===== src/rtl/core/bow_pkg.sv =====
// Shared types and constants for the bone octahedron wireframe block.
// Used by bow_front, bow_engine, bow_emit and bone_octahedron_wireframe_top.
// No dependencies.
package bow_pkg;

    // Coordinate fraction bits and the fixed-point scale of unit vectors.
    localparam int FRAC_BITS   = 16;
    localparam int UNIT_BITS   = 30;
    localparam int CRD_W       = 32;
    localparam int SCALE_W     = 16;
    localparam int NUM_SEG     = 12;

    // Shortest bone that still gets drawn: round(0.0001 * 2^FRAC_BITS).
    localparam longint MIN_LEN_RAW = ((64'(1) << FRAC_BITS) + 5000) / 10000;
    // 0.9 in Q2.30, the limit on |dir.z| above which X is the reference axis.
    localparam longint UPSWITCH_Q30 = 966367642;

    localparam logic [SCALE_W-1:0] SCALE_RESET = 16'd3277;

    // Step counts of the serial multiplier, divider and square root units.
    localparam logic [5:0] MUL_STEPS  = 6'd34;
    localparam logic [5:0] DIV_STEPS  = 6'd31;
    localparam logic [5:0] SQRT_STEPS = 6'd33;

    typedef logic [2:0][CRD_W-1:0] t_vec3;

    // One bone as it was pushed.
    typedef struct packed {
        t_vec3            p_start;
        t_vec3            p_end;
        logic [CRD_W-1:0] color;
    } t_bone;

    // A finished bone: end points, colour and the four ring vertices.
    typedef struct packed {
        t_vec3            p_start;
        t_vec3            p_end;
        logic [CRD_W-1:0] color;
        logic [3:0][2:0][CRD_W-1:0] vert;
    } t_ring;

    // One line segment on the result side.
    typedef struct packed {
        t_vec3            pa;
        t_vec3            pb;
        logic [CRD_W-1:0] color;
        logic             last;
    } t_seg;

    // Handshake between two internal stages.
    typedef struct packed {
        logic valid;
        logic ready;
    } t_hs;

    // Sequencer steps of the arithmetic engine.
    typedef enum logic [3:0] {
        E_IDLE,
        E_SQ,
        E_LEN,
        E_UDIV,
        E_REF,
        E_RSQ,
        E_RSQRT,
        E_RDIV,
        E_CROSS,
        E_USQ,
        E_USQRT,
        E_PDIV,
        E_RAD,
        E_OFF,
        E_VERT,
        E_DONE
    } t_eng_state;

endpackage


===== src/rtl/core/bow_front.sv =====
// Input side of the bone octahedron block: a two-entry queue of bones.
// Depends on bow_pkg for the bone type.
module bow_front (
    input  logic          i_clk,
    input  logic          i_rst_n,
    input  logic          i_push,
    input  bow_pkg::t_bone i_bone,
    output logic          o_full,
    output logic          o_valid,
    input  logic          i_take,
    output bow_pkg::t_bone o_bone
);

    bow_pkg::t_bone r_mem [2];
    logic           r_wp, r_rp;
    logic [1:0]     r_cnt;
    logic           n_wp, n_rp;
    logic [1:0]     n_cnt;
    logic           wr_en, rd_en;

    assign o_full  = (r_cnt == 2'd2);
    assign o_valid = (r_cnt != 2'd0);
    assign o_bone  = r_mem[r_rp];
    assign wr_en   = i_push && !o_full;
    assign rd_en   = i_take && o_valid;

    // Pointer and fill count update.
    always_comb begin
        n_wp  = wr_en ? !r_wp : r_wp;
        n_rp  = rd_en ? !r_rp : r_rp;
        n_cnt = r_cnt;
        if (wr_en && !rd_en) begin
            n_cnt = r_cnt + 2'd1;
        end else if (rd_en && !wr_en) begin
            n_cnt = r_cnt - 2'd1;
        end
    end

    always_ff @(posedge i_clk) begin
        if (!i_rst_n) begin
            r_wp  <= 1'b0;
            r_rp  <= 1'b0;
            r_cnt <= 2'd0;
        end else begin
            r_wp  <= n_wp;
            r_rp  <= n_rp;
            r_cnt <= n_cnt;
        end
    end

    // Storage for the queued bones.
    always_ff @(posedge i_clk) begin
        if (wr_en) begin
            r_mem[r_wp] <= i_bone;
        end
    end

endmodule


===== config.mk =====
export PLATFORM = sky130hd
export DESIGN_NAME = bow_front
export DESIGN_NICKNAME = d
export VERILOG_FILES = /design/src/rtl/core/bow_pkg.sv /design/src/rtl/core/bow_front.sv
export SDC_FILE = /design/constraint.sdc
export NUM_CORES = 1
export LEC_CHECK = 0
export BUFFER_PORTS_ARGS = -buffer_cell sky130_fd_sc_hd__buf_4
export CORE_UTILIZATION = 57
export DETAILED_ROUTE_END_ITERATION = 8
export PLACE_DENSITY = 0.91
export SYNTH_ARGS = -nofsm -noshare
export SYNTH_HDL_FRONTEND = slang
export SYNTH_SLANG_ARGS = --single-unit
export TNS_END_PERCENT = 50

===== constraint.sdc =====
create_clock -name i_clk -period 18.9 [get_ports i_clk]
set_input_delay 0.945 -clock i_clk [delete_from_list [all_inputs] [get_ports i_clk]]
set_output_delay 0.945 -clock i_clk [all_outputs]
set_load 0.02 [all_outputs]

==> metrics.md <==
| Metric | Value |
|---|---|
| Status | `finished, final reports clean` |
| Drc violations | `0` |
| Post-synthesis sequential area ratio | `79.5%` |
| R2r endpoint | `r_mem[1][181]` |
| LEAKAGE | `8.57 nW` |
| I/O pin total | `454` |
| Core area | `29100 um2` |
| Nets | `1435` |
| Initial Utilization | `58.6%` |
| Clk_lat worst skew | `0.52 ns` |
| Routed WL | `36.4 mm` |
| Critical path peak fanout | `71` |
| Syn Nets | `951` |
| Antenna Nets Post-Route | `0` |
| # rows | `62` |
| Worst setup endpoint | `o_bone[162]` |
| Vias | `8555` |
| Largest net degree at the start of global routing | `81` |
| Tot GR Track Use | `23.3%` |
| RSZ-0062 raised after global routing | `no` |
| Number of global-route vias before repair | `9154` |
| Cts repair resizes | `0` |
| Max Cap Violations | `0` |
| Startpoint types | `flop` |
| Chip width | `175 um` |
| Fin Setup TNS | `0 ns` |
| Hold buffer count at CTS | `0` |
| Flop2flop setup slack | `15.96 ns` |
| CTS Root Buffer Type | `clkbuf_16` |
| Post-synthesis register bit count | `453` |
| Period minus WS final | `4.91 ns` |
| Layout cell share with drive strength beyond 1 | `60.6%` |
| Detailed placement HPWL | `24.4 mm` |
| Buffers on Ports | `453` |
| Pwr Total | `0.00313 W` |
| Syn Std Cell Area | `17100 um2` |
| Initial DRC count | `544` |
| FF-to-FF path depth | `3` |
| FMAX | `204 MHz` |
| Finished Cell Area | `22200 um2` |
| Endpoints failing hold | `0` |
| Tightest Pin Transition | `1.17 ns` |
| Vert. Die Dim | `175 um` |
| Pre-antenna DRT Iters | `4` |
| Setup crit end kind | `output port` |
| CP peak stage delay | `0.96 ns` |
| Post-Syn Instances | `722` |
| Placed Area | `20800 um2` |
| Number of setup buffers added after CTS | `0` |
| RD Place Congestion | `0.843` |
| Setup Skew | `0.0164 ns` |
| Top cell type's share of synthesized area | `78.9%` |
| Hold_sp | `r_cnt[1]` |
| CP Cell Sequence | `buf_4 -> buf_4 -> mux2_4 -> buf_4` |
| Synth warnings | `0` |
| Worst-path clk slew | `0.06 ns` |
| Slew headroom | `22.0%` |
| Kind of critical path | `flop to output port` |
| GRT overflow | `0` |
| First-pass GRT wire length | `52.8 mm` |
| DIE AREA | `30600 um2` |
| Hold Path Class | `flop to flop` |
| Setup violators final | `0` |
| Clk buf depth | `3` |
| Syn avg cell area | `23.6 um2` |
| Worst vdd ir | `0.0988 mV` |
| Routed len/inst | `22.4 um` |
| RR Startpoint | `r_cnt[0]` |
| PwrDens | `141 nW/um2` |
| Critical Path RT | `17.95 ns` |
| Yosys cell types | `22` |
| Htree depth | `2` |
| CTS Sinks | `453` |
| Pins Over Slew Limit | `0` |
| Crit share post-route | `26.0%` |
| DR vias/cell | `5.27` |
| CP max stage cell | `buf_4` |
| Initial antenna violation count | `2` |
| Num CTS Buffers | `45` |
| CTS tree | `yes` |
| Area Overhead vs Synth | `29.9%` |
| Synth area leaders | `edfxtp_1 (79%), mux2_4 (14%), mux2_2 (4.2%), buf_6 (1.3%), dfxtp_1 (0.59%)` |
| Data arrival, critical path | `3.96 ns` |
| CP dominant cell by count | `buf_4` |
| Largest area contributor in the netlist | `edfxtp_1` |
==> layer usage <==
layer  vias to the layer above  GRT usage, %  routed length, um
met3                        85          6.81               2930
met5                         -             0                  0
li1                       3842             -                  -
met4                         0          10.6               1640
met2                       453          40.9              19100
met1                      4175          26.1              12800
==> synthesized netlist by cell type <==
master and n:
mux2_2 64, a21boi_0 1, nand2b_1 1, nor2_1 1, and2_1 3, buf_6 19, a21boi_1 1, o21ai_1 1
nor3_2 1, o21a_1 1, ha_1 1, xnor2_1 2, or2_2 1, mux2_4 160, edfxtp_1 448, or3_1 1
o21ai_0 1, buf_2 6, xor2_1 1, inv_1 2, dfxtp_1 5, and3_1 1
==> per-stage QoR <==
| step | utilization (%) | instances | hold slack [ns] | setup WS [ns] |
|---|---|---|---|---|
| after CTS | 76.1 | 1622 | 0.562 | 13.97 |
| final | 76.2 | 1624 | 0.563 | 13.99 |
| after global routing | 76.2 | 1624 | 0.578 | 13.80 |
| after floorplan | - | 722 | 0.479 | 8.52 |
| after detailed placement | 71.4 | 1543 | 0.554 | 14.54 |
| after global placement | 71.4 | 1543 | 0.502 | 14.61 |
==> worst min-delay path by stage <==
stage,cells past startpoint,to
floorplan,2,r_cnt[1]
global placement,2,r_cnt[1]
detailed placement,2,r_cnt[1]
CTS,2,r_cnt[1]
global route,1,r_mem[1][26]
finish,2,r_cnt[1]
==> layout make-up <==
class / count / area, um2
repair buffers: 462 / 3470
clock buffers: 63 / 1210
well taps: 384 / 480
clock inverters: 16 / 161
diodes: 2 / 5.00
flip-flops and latches: 453 / 13600
inverters: 2 / 7.51
multi-input cells: 242 / 3260
fillers: 1486 / 6930
==> cell families (layout without fill, tap and decap cells) <==
group	after synthesis	in the layout	synth area share [%]
xor gates and xnor gates	3	3	0.154
buffers and inverters	27	543	1.47
and+or+nand+nor	9	9	0.338
AOI/OAI and AO/OA	5	5	0.191
adders and majority gates	1	1	0.0733
muxes	224	224	18.3
other	0	2	0
DFF	453	453	79.5
==> critical path, delay by kind of cell, from the launching register on <==
kind,cells,cell delay (ns)
flip-flops,1,0.92
multiplexers,1,0.36
buffers and inverters,3,1.99
==> layout by cell type, fill, tap and decap left out, drive strengths merged <==
| cell | n |
|---|---|
| mux2 | 224 |
| clkbuf | 63 |
| o21ai | 2 |
| inv | 4 |
| a21boi | 2 |
| dfxtp | 5 |
| ha | 1 |
| xnor2 | 2 |
| xor2 | 1 |
| buf | 462 |
| o21a | 1 |
| nor2 | 1 |
| or3 | 1 |
| nand2b | 1 |
| diode | 2 |
| and2 | 3 |
| or2 | 1 |
| clkinv | 11 |
| bufinv | 3 |
| and3 | 1 |
| nor3 | 1 |
| edfxtp | 448 |
==> power breakdown <==
group,internal (W),total (W),switching [W]
Combinational,0.000468,0.000967,0.000499
Sequential,0.00127,0.00132,0.0000572
Clock,0.000489,0.000836,0.000347
==> state kept, by name, indices dropped and copies added, names as in the netlist, named ones only <==
register and cells:
r_cnt 2, r_rp 1, r_mem 448, r_wp 1
(Power assumes the default switching activity.)
