[src/rtl/core/bow_pkg.sv]
// Shared types and constants for the bone octahedron wireframe block.
// Used by bow_front, bow_engine, bow_emit and bone_octahedron_wireframe_top.
// No dependencies.
package bow_pkg;

    // Coordinate fraction bits and the fixed-point scale of unit vectors.
    localparam int FRAC_BITS   = 16;
    localparam int UNIT_BITS   = 30;
    localparam int CRD_W       = 32;
    localparam int SCALE_W     = 16;
    localparam int NUM_SEG     = 12;

    // Shortest bone that still gets drawn: round(0.0001 * 2^FRAC_BITS).
    localparam longint MIN_LEN_RAW = ((64'(1) << FRAC_BITS) + 5000) / 10000;
    // 0.9 in Q2.30, the limit on |dir.z| above which X is the reference axis.
    localparam longint UPSWITCH_Q30 = 966367642;

    localparam logic [SCALE_W-1:0] SCALE_RESET = 16'd3277;

    // Step counts of the serial multiplier, divider and square root units.
    localparam logic [5:0] MUL_STEPS  = 6'd34;
    localparam logic [5:0] DIV_STEPS  = 6'd31;
    localparam logic [5:0] SQRT_STEPS = 6'd33;

    typedef logic [2:0][CRD_W-1:0] t_vec3;

    // One bone as it was pushed.
    typedef struct packed {
        t_vec3            p_start;
        t_vec3            p_end;
        logic [CRD_W-1:0] color;
    } t_bone;

    // A finished bone: end points, colour and the four ring vertices.
    typedef struct packed {
        t_vec3            p_start;
        t_vec3            p_end;
        logic [CRD_W-1:0] color;
        logic [3:0][2:0][CRD_W-1:0] vert;
    } t_ring;

    // One line segment on the result side.
    typedef struct packed {
        t_vec3            pa;
        t_vec3            pb;
        logic [CRD_W-1:0] color;
        logic             last;
    } t_seg;

    // Handshake between two internal stages.
    typedef struct packed {
        logic valid;
        logic ready;
    } t_hs;

    // Sequencer steps of the arithmetic engine.
    typedef enum logic [3:0] {
        E_IDLE,
        E_SQ,
        E_LEN,
        E_UDIV,
        E_REF,
        E_RSQ,
        E_RSQRT,
        E_RDIV,
        E_CROSS,
        E_USQ,
        E_USQRT,
        E_PDIV,
        E_RAD,
        E_OFF,
        E_VERT,
        E_DONE
    } t_eng_state;

endpackage

[src/rtl/core/bow_emit.sv]
// Segment emitter: walks every edge of one finished bone into an output register.
// Depends on bow_pkg for the ring and segment types.
module bow_emit (
    input  logic           i_clk,
    input  logic           i_rst_n,
    input  logic           i_valid,
    output logic           o_ready,
    input  bow_pkg::t_ring i_ring,
    output logic           o_empty,
    input  logic           i_pop,
    output bow_pkg::t_seg  o_seg
);

    bow_pkg::t_ring r_hold;
    logic           r_busy, n_busy;
    logic [3:0]     r_seg, n_seg;
    logic           r_ov, n_ov;
    bow_pkg::t_seg  r_out, seg;
    logic           ld_out, ld_ring;
    logic [1:0]     vi;

    assign o_ready = !r_busy;
    assign o_empty = !r_ov;
    assign o_seg   = r_out;
    assign ld_ring = i_valid && !r_busy;
    assign ld_out  = r_busy && (!r_ov || i_pop);

    // Edge selection: ring, then start pyramid, then end pyramid.
    always_comb begin
        vi        = r_seg[1:0];
        seg.color = r_hold.color;
        seg.last  = (r_seg == 4'(bow_pkg::NUM_SEG - 1));
        seg.pb    = r_hold.vert[vi];
        if (r_seg < 4'd4) begin
            seg.pa = r_hold.vert[vi];
            seg.pb = r_hold.vert[2'(vi + 2'd1)];
        end else if (r_seg < 4'd8) begin
            seg.pa = r_hold.p_start;
        end else begin
            seg.pa = r_hold.p_end;
        end
    end

    // Walk and output register control.
    always_comb begin
        n_busy = r_busy;
        n_seg  = r_seg;
        n_ov   = r_ov;
        if (i_pop && r_ov) begin
            n_ov = 1'b0;
        end
        if (ld_out) begin
            n_ov  = 1'b1;
            n_seg = r_seg + 4'd1;
            if (seg.last) begin
                n_busy = 1'b0;
                n_seg  = 4'd0;
            end
        end
        if (ld_ring) begin
            n_busy = 1'b1;
            n_seg  = 4'd0;
        end
    end

    always_ff @(posedge i_clk) begin
        if (!i_rst_n) begin
            r_busy <= 1'b0;
            r_seg  <= 4'd0;
            r_ov   <= 1'b0;
        end else begin
            r_busy <= n_busy;
            r_seg  <= n_seg;
            r_ov   <= n_ov;
        end
    end

    always_ff @(posedge i_clk) begin
        if (ld_ring) begin
            r_hold <= i_ring;
        end
        if (ld_out) begin
            r_out <= seg;
        end
    end

endmodule

[config.mk]
export PLATFORM = sky130hd
export DESIGN_NAME = bow_emit
export DESIGN_NICKNAME = d
export VERILOG_FILES = /design/src/rtl/core/bow_pkg.sv /design/src/rtl/core/bow_emit.sv
export SDC_FILE = /design/constraint.sdc
export NUM_CORES = 1
export LEC_CHECK = 0
export CAP_MARGIN = 15
export CORE_MARGIN = 2
export CORE_UTILIZATION = 30
export DETAILED_ROUTE_END_ITERATION = 10
export DONT_BUFFER_PORTS = 1
export PLACE_DENSITY_LB_ADDON = 0.3
export SETUP_SLACK_MARGIN = 0.2
export SLEW_MARGIN = 20
export SYNTH_ARGS = -nofsm -noshare
export SYNTH_HDL_FRONTEND = slang
export SYNTH_SLANG_ARGS = --single-unit
[constraint.sdc]
create_clock -name i_clk -period 41.1 [get_ports i_clk]
set_input_delay 8.22 -clock i_clk [delete_from_list [all_inputs] [get_ports i_clk]]
set_output_delay 8.22 -clock i_clk [all_outputs]
set_load 0.03 [all_outputs]
==> results.toml, run 1 <==
[outcome]
outcome = "complete, no violations"

[floorplan]
die_w_um = 336
die_area_mm2 = 0.113
start_util = 0.303
io_pins = 839
rows = 121
coreArea_mm2 = 0.109
die_h_um = 336

[global_routing]
grt_remaining_overflow = 0
grt_first_pass_wirelength_um = 117000
grt_antenna_before_repair = 36
grt_start_max_net_pins = 87
grt_usage = 0.146
grt_pass1_vias = 15700

[place]
gp_congestion = 0.851
dp_hpwl_um = 59500
port_buffers = 0

[routing]
drt-pass1-iter-count = 7
wl_per_cell_um = 27.9
drc = 0
via_count = 15000
antenna_left = 0
drt_wl_total_um = 85500
drt-initial-drc-count = 1047
viasPerCell = 4.90

[clocking]
cts_tree = "built"
postCtsSetupBuffers = 0
worstSkewPairLatency_ps = 640
root_buffer = "clkbuf_16"
cts_hold_buf = 0
clock_path_buffers = 3
clk_pin_slew_ps = 60
htree_num_levels = 3
cts_resized = 0
cts-buffers-inserted = 89
numClockSinks = 839

[setup_path]
worstPathCellList = "nor2b_4 > buf_4 > buf_4 > buf_4 > buf_4"
cp-end-kind = "register"
worst_ep_arrival_time_ps = 12590
crit_top_cell = "buf_4"
crit_path_start_kind = "primary input"
cpLargestDelayFamily = "buffers and inverters"
worstPathRequired_ps = 41360
crit_type = "primary input to register"
worst_path_max_delay_cell = "buf_4"
crit_fanout = 80
crit_buf_inv = 4
critPathMaxStageDelay_ps = 890

[flow_run]
maxCapViolations = 0

[synthesis]
synth.top_cell.area_share = 0.758
synthesis.area_mm2 = 0.0330
synth_top_area_cell = "edfxtp_1"
syn_area_per_cell_um2 = 21.6
yosysWarnings = 0
netlist_top_cells_area = "edfxtp_1, mux4_2, mux2_2"
synth_cell_types = 28
ys_ff_latch = 839
ys_seq_area_frac = 0.762
synth_cells = 1529
syn_nets = 2142

[cells_and_area]
nFillCells = 10100
layout-drive-gt1-share = 0.273
nets = 2173
ff_latch_area_mm2 = 0.0251
multi_input_area_mm2 = 0.00740
area_growth_pct = 13.6

[sta]
fmax_mhz = 81.1
setup-violations-final = 0
grt_setup_unrepaired = "false"
finalMaxSlewViolations = 0
period_minus_slack_ps = 12330
fin_crit_sh = 0.300
worst-slew-pin-transition_ps = 1090
hold_violations = 0
setup_tns_ps = 0
fin_skew_ps = 18.7
timing.slew.headroom = 0.273

[power_and_ir_drop]
p_total_w = 0.00196
power_density_mw_per_mm2 = 52.3
peakVddDrop_mv = 0.0370
leakage_nw = 11.6

[worst_hold_path]
hold_path.class = "register to register"
## routing by layer
metal | global-route usage | wire, um | part of all wire | vias to the layer above
met5 | 0 | 150 | 0.0018 | -
met1 | 0.159 | 30000 | 0.35 | 7751
met2 | 0.254 | 45400 | 0.53 | 670
met3 | 0.0498 | 6740 | 0.079 | 171
li1 | - | - | - | 6421
met4 | 0.0693 | 3080 | 0.036 | 24
## synth_stat cells
library cell / number
nor2_4: 1
nor2b_1: 2
nand2_1: 96
ha_1: 1
buf_6: 10
o31a_1: 1
inv_1: 4
buf_4: 3
nand4b_1: 1
nor2_1: 1
nand3_1: 1
mux2_2: 96
o31ai_1: 1
mux2i_1: 96
and3b_1: 1
nand2b_1: 2
a311oi_1: 1
buf_1: 5
o21ai_0: 100
or4_1: 1
dfxtp_1: 6
mux4_2: 192
buf_2: 55
clkbuf_1: 13
a21boi_0: 1
nand4_1: 1
a21oi_1: 4
edfxtp_1: 833
## area by class of cell
type | instances | share of cell area
Timing Repair Buffer | 26 | 0.00521
Multi-Input combinational cell | 600 | 0.197
Clock inverter | 46 | 0.0135
Sequential cell | 839 | 0.671
Inverter | 4 | 0.000401
Tap cell | 1414 | 0.0472
Antenna cell | 20 | 0.00134
Clock buffer | 119 | 0.0638
## where the power goes
group	total (W)	switching [W]	internal, W
registers	0.00107	0.0000578	0.00101
clock network	0.000796	0.000328	0.000468
logic	0.0000983	0.0000533	0.0000449
total	0.00196	0.000439	0.00152
## flip-flops by register name, summed over array words and instances (netlist names)
register / count
r_hold: 608
o_seg: 225
r_seg: 4
r_busy: 1
r_ov: 1
## worst paths after layout
check,cells past startpoint,endpoint,slack (ps),from
worst min-delay path,0,o_seg[18]$_DFFE_PP_,420,r_hold[401]$_DFFE_PP_
worst max register to register,5,r_hold[33]$_DFFE_PP_,35940,r_busy$_SDFFE_PN0P_
worst max-delay path,5,r_hold[33]$_DFFE_PP_,28770,i_valid
worst min register to register,0,o_seg[18]$_DFFE_PP_,420,r_hold[401]$_DFFE_PP_
## cells in the final DEF (no fill, tap or decap), types with 6 or more instances in the layout
cell type,Yosys,final
edfxtp_1,833,833
mux4_2,192,192
o21ai_0,100,100
mux2i_1,96,96
nand2_1,96,96
mux2_2,96,96
clkbuf_16,0,90
clkbuf_1,13,26
buf_4,3,26
diode_2,0,20
clkinv_1,0,14
bufinv_16,0,9
clkinv_2,0,9
inv_6,0,6
## cell families after synthesis
family / after synthesis / share of synthesized area
AOI/OAI and AO/OA: 108 / 0.0168
adders and majority gates: 1 / 0.000379
buffers and inverters: 90 / 0.0149
DFF: 839 / 0.762
muxes: 384 / 0.193
and+or+nand+nor: 107 / 0.0132
## per-stage QoR
step | setup WS, ps | hold slack (ps) | utilization | cells | area (um2)
3_5_place_dp | 28050 | 407 | 0.317 | 2883 | 34500
2_1_floorplan | 4470 | 400 | - | 1529 | 33000
5_1_grt | 28470 | 423 | 0.344 | 3065 | 37500
3_3_place_gp | 28340 | 401 | 0.317 | 2883 | 34500
6_report | 28770 | 415 | 0.344 | 3068 | 37500
4_1_cts | 28790 | 421 | 0.343 | 3048 | 37400
Note: power is estimated with default switching activity, not from simulation.
==> inputs of run 2 (changes only) <==
clock period = 10.9 ns   (was 41.1 ns; I/O delays follow)
==> run 2 against run 1 <==
- sequential power grew to 3.8 times the previous value
- global-route usage is 0.22 points higher
- count of clock-buffer cells in the layout down 8
- die area unchanged
- routed wire length up 1.6%
- sequential cell count unchanged
- critical path depth decreased by 1
- register-to-register slack got worse by 29000 ps
- non-clock buffer count shrank 5
- combinational power grew to 3.8 times the previous value
- critical path type unchanged
- largest power group unchanged
==> results.toml, run 2 (synthesis gave the netlist of run 1 again) <==
[clocking]
clock_path_buffers = 3
postCtsSetupBuffers = 0
root_buffer = "clkbuf_16"
clk_pin_slew_ps = 60
cts_hold_buf = 0
numClockSinks = 839
cts-buffers-inserted = 91
cts_tree = "built"
worstSkewPairLatency_ps = 650
cts_resized = 0
htree_num_levels = 3

[cells_and_area]
utilization = 0.344
nets = 2170
final_cell_mix = "edfxtp_1, mux4_2, o21ai_0"
area_growth_pct = 13.7
postLayoutCellArea_mm2 = 0.0375
final_cells = 3074
largest_reg_flops = 608
largest_register = "r_hold"
layout-drive-gt1-share = 0.274
final_common_cell = "edfxtp_1"
nFillCells = 10200

[sta]
hold_ws_ps = 412
timing.slew.headroom = 0.0826
fin_crit_sh = 0.377
period_minus_slack_ps = 4110
worst-slew-pin-transition_ps = 1380
hold_violations = 0
setup-violations-final = 0
grt_setup_unrepaired = "false"
setup_tns_ps = 0
finalMaxSlewViolations = 0
fin_skew_ps = 18.1
fmax_mhz = 243

[routing]
drt_wl_total_um = 86800
drt-initial-drc-count = 1158
drc = 0
viasPerCell = 4.94
wl_per_cell_um = 28.2
antenna_left = 0
drt-pass1-iter-count = 8
via_count = 15200

[floorplan]
io_pins = 839
die_area_mm2 = 0.113
die_h_um = 336
coreArea_mm2 = 0.109
die_w_um = 336
rows = 121
start_util = 0.303

[setup_path]
worstPathCellList = "nor2b_4 > buf_12 > buf_12 > buf_12"
worst_ep_arrival_time_ps = 4360
critPathMaxStageDelay_ps = 540
cp-end-kind = "register"
crit_top_cell = "buf_12"
crit_type = "primary input to register"
worst_path_max_delay_cell = "buf_12"
crit_path_start = "i_valid"
crit_fanout = 158
worstPathRequired_ps = 11150
r2r-start = "r_seg[0]$_SDFFE_PP0P_"
crit_path_start_kind = "primary input"

[global_routing]
grt_antenna_before_repair = 47
grt_usage = 0.148
grt_pass1_vias = 15900
grt_remaining_overflow = 0
grt_first_pass_wirelength_um = 118000
grt_start_max_net_pins = 169

[place]
gp_congestion = 0.818
port_buffers = 0
place_inst = 2878
place_area_mm2 = 0.0346
dp_hpwl_um = 59600

[power_and_ir_drop]
peakVddDrop_mv = 0.150
power_density_mw_per_mm2 = 197
leakage_nw = 11.6

[flow_run]
maxCapViolations = 0

[outcome]
outcome = "complete, no violations"

[worst_hold_path]
holdCritStartpoint = "r_hold[394]$_DFFE_PP_"
hold_path.class = "register to register"
-- run 2: final cells by class --
class | instances | area, um2 | share of cell area
Timing Repair Buffer | 21 | 233 | 0.00621
Antenna cell | 30 | 75.1 | 0.00200
Sequential cell | 839 | 25100 | 0.671
Clock inverter | 55 | 422 | 0.0112
Tap cell | 1414 | 1770 | 0.0472
Clock buffer | 111 | 2450 | 0.0653
Inverter | 4 | 15.0 | 0.000400
Multi-Input combinational cell | 600 | 7400 | 0.197
-- run 2: path summary, 6_finish.rpt --
kind                                              end  slack, ps  depth (start not counted)
worst min register to register    o_seg[11]$_DFFE_PP_        410                          0
worst max register to register    o_seg[58]$_DFFE_PP_       7110                          5
worst max-delay path            r_hold[392]$_DFFE_PP_       6790                          4
worst min-delay path              o_seg[11]$_DFFE_PP_        410                          0
-- run 2: per-layer routing --
layer | share of wire | wire length, um | global-route usage
met3 | 0.073 | 6370 | 0.0494
met1 | 0.35 | 30600 | 0.160
met5 | 0.0024 | 205 | 0
met4 | 0.032 | 2820 | 0.0751
met2 | 0.54 | 46800 | 0.258
-- run 2: per-stage QoR --
| step | power [W] | setup WS, ps |
|---|---|---|
| 4_1_cts | 0.00747 | 6750 |
| 5_1_grt | 0.00764 | 6560 |
| 2_1_floorplan | 0.00437 | -1190 |
| 3_5_place_dp | 0.00447 | 6010 |
| 6_report | 0.00737 | 6790 |
| 3_3_place_gp | 0.00446 | 6130 |
-- run 2: where the power goes --
| part | internal [W] | switching (W) | total (W) |
|---|---|---|---|
| sequential | 0.00381 | 0.000218 | 0.00402 |
| combinational | 0.000171 | 0.000202 | 0.000374 |
| clock | 0.00171 | 0.00126 | 0.00298 |
-- run 2: critical path, delay by kind of cell --
kind	cells	cell delay, ps
AND/OR/NAND/NOR	1	130
buffers and inverters	3	1570
==> inputs of run 3 (changes only) <==
clock period = 4.2 ns   (was 10.9 ns; I/O delays follow)
==> run 3 against run 2 <==
- count of clock-buffer cells in the layout shrank 2
- sequential cell count is the same
- worst setup slack lost 5200 ps
- via count grew 1.2%
- critical path type is now register to register
- largest cell class unchanged
- combinational power grew to 2.7 times the previous value
- worst hold slack lost 150 ps
- largest power group unchanged
==> results.toml, run 3 (synthesis gave the netlist of run 1 again) <==
[sta]
grt_setup_unrepaired = "false"
setup_tns_ps = 0
setup-violations-final = 0
finalMaxSlewViolations = 0
fmax_mhz = 378
worst-slew-pin-transition_ps = 884
hold_violations = 0
period_minus_slack_ps = 2640
fin_skew_ps = 19.8
timing.slew.headroom = 0.394
setup_ws_ps = 1560
fin_crit_sh = 0.629

[cells_and_area]
final_common_cell = "edfxtp_1"
postLayoutCellArea_mm2 = 0.0379
largest_reg_flops = 608
final_cells = 3083
final_cell_mix = "edfxtp_1, mux4_2, o21ai_0"
nets = 2179
layout-drive-gt1-share = 0.279
largest_register = "r_hold"
area_growth_pct = 14.8
nFillCells = 10100

[global_routing]
grt_start_max_net_pins = 123
grtUsageMet1 = 0.166
grt_first_pass_wirelength_um = 123000
grt_pass1_vias = 16200
grt_remaining_overflow = 0
grt_antenna_before_repair = 36
grt_use_met3 = 0.0556
use_met2 = 0.273
grt.busiest_layer = "met2"
grt_usage = 0.155

[clocking]
htree_num_levels = 3
worstSkewPairLatency_ps = 670
clk_pin_slew_ps = 60
numClockSinks = 839
cts_hold_buf = 0
cts_tree = "built"
clock_path_buffers = 3
cts-buffers-inserted = 91
cts_resized = 0
postCtsSetupBuffers = 0
root_buffer = "clkbuf_16"

[setup_path]
cp-end-kind = "register"
worst_path_max_delay_cell = "dfxtp_4"
worstPathRequired_ps = 4590
worstPathCellList = "buf_12 > mux4_2 > mux2_2"
critPathMaxStageDelay_ps = 740
crit_fanout = 84
crit_path_start_kind = "register"
crit_type = "register to register"
worst_ep_arrival_time_ps = 3040

[floorplan]
die_w_um = 336
die_area_mm2 = 0.113
rows = 121
die_h_um = 336
start_util = 0.303
coreArea_mm2 = 0.109
io_pins = 839

[routing]
drc = 0
drt_wl_total_um = 90600
drt-initial-drc-count = 1146
wl_per_cell_um = 29.4
via_count = 15400
antenna_left = 0
drt-pass1-iter-count = 4
viasPerCell = 4.98

[power_and_ir_drop]
pwr-share-seq = 0.535
combPwrFrac = 0.052
switchingPower_w = 0.00445
leakage_nw = 11.8
peakVddDrop_mv = 0.322
clock_power_share = 0.413
power_density_mw_per_mm2 = 516
intPower_w = 0.0151
switching_share = 0.228
p_total_w = 0.0195

[place]
place_area_mm2 = 0.0348
gp_congestion = 0.825
port_buffers = 0
dp_hpwl_um = 62800
dp_slack_ps = 1520
place_inst = 2887

[worst_hold_path]
hold_path.class = "primary input to register"

[outcome]
outcome = "complete, no violations"

[flow_run]
maxCapViolations = 0
## run 3: cell type report
class                           instances  area [um2]  area share
Antenna cell                           27        67.6     0.00178
Inverter                                4        15.0    0.000396
Clock inverter                         60         622      0.0164
Multi-Input combinational cell        600        7400       0.195
Clock buffer                          109        2390      0.0630
Timing Repair Buffer                   30         475      0.0125
Tap cell                             1414        1770      0.0467
Sequential cell                       839       25100       0.664
## run 3: power by group through the flow
stage / logic, W / clock network [W] / registers (W)
floorplan: 0.000767 / 0 / 0.0106
global placement: 0.00101 / 0 / 0.0106
detailed placement: 0.00104 / 0 / 0.0106
CTS: 0.00104 / 0.00833 / 0.0105
global route: 0.00110 / 0.00864 / 0.0105
finish: 0.00101 / 0.00808 / 0.0105
## run 3: critical path, delay by kind of cell, from the launching register on
kind / cells / cell delay [ps]
flip-flops: 1 / 740
multiplexers: 2 / 890
buffers and inverters: 1 / 380
## run 3: path summary, 6_finish.rpt
kind / start / to / slack (ps) / cells past startpoint
setup / recovery: r_seg[0]$_SDFFE_PP0P_ / o_seg[81]$_DFFE_PP_ / 1560 / 3
hold / removal: i_ring[506] / r_hold[506]$_DFFE_PP_ / 270 / 0
setup reg to reg: r_seg[0]$_SDFFE_PP0P_ / o_seg[81]$_DFFE_PP_ / 1560 / 3
hold reg to reg: r_hold[415]$_DFFE_PP_ / o_seg[32]$_DFFE_PP_ / 420 / 0
## run 3: layer usage
layer,wire length (um),part of all wire
met1,32000,0.35
met2,48700,0.54
met3,6670,0.074
met4,3140,0.035
met5,144,0.0016
## run 3: per-stage QoR
step / utilization / hold slack (ps)
floorplan: - / 400
global placement: 0.319 / 400
detailed placement: 0.319 / 405
CTS: 0.347 / 192
global route: 0.347 / 205
finish: 0.348 / 266
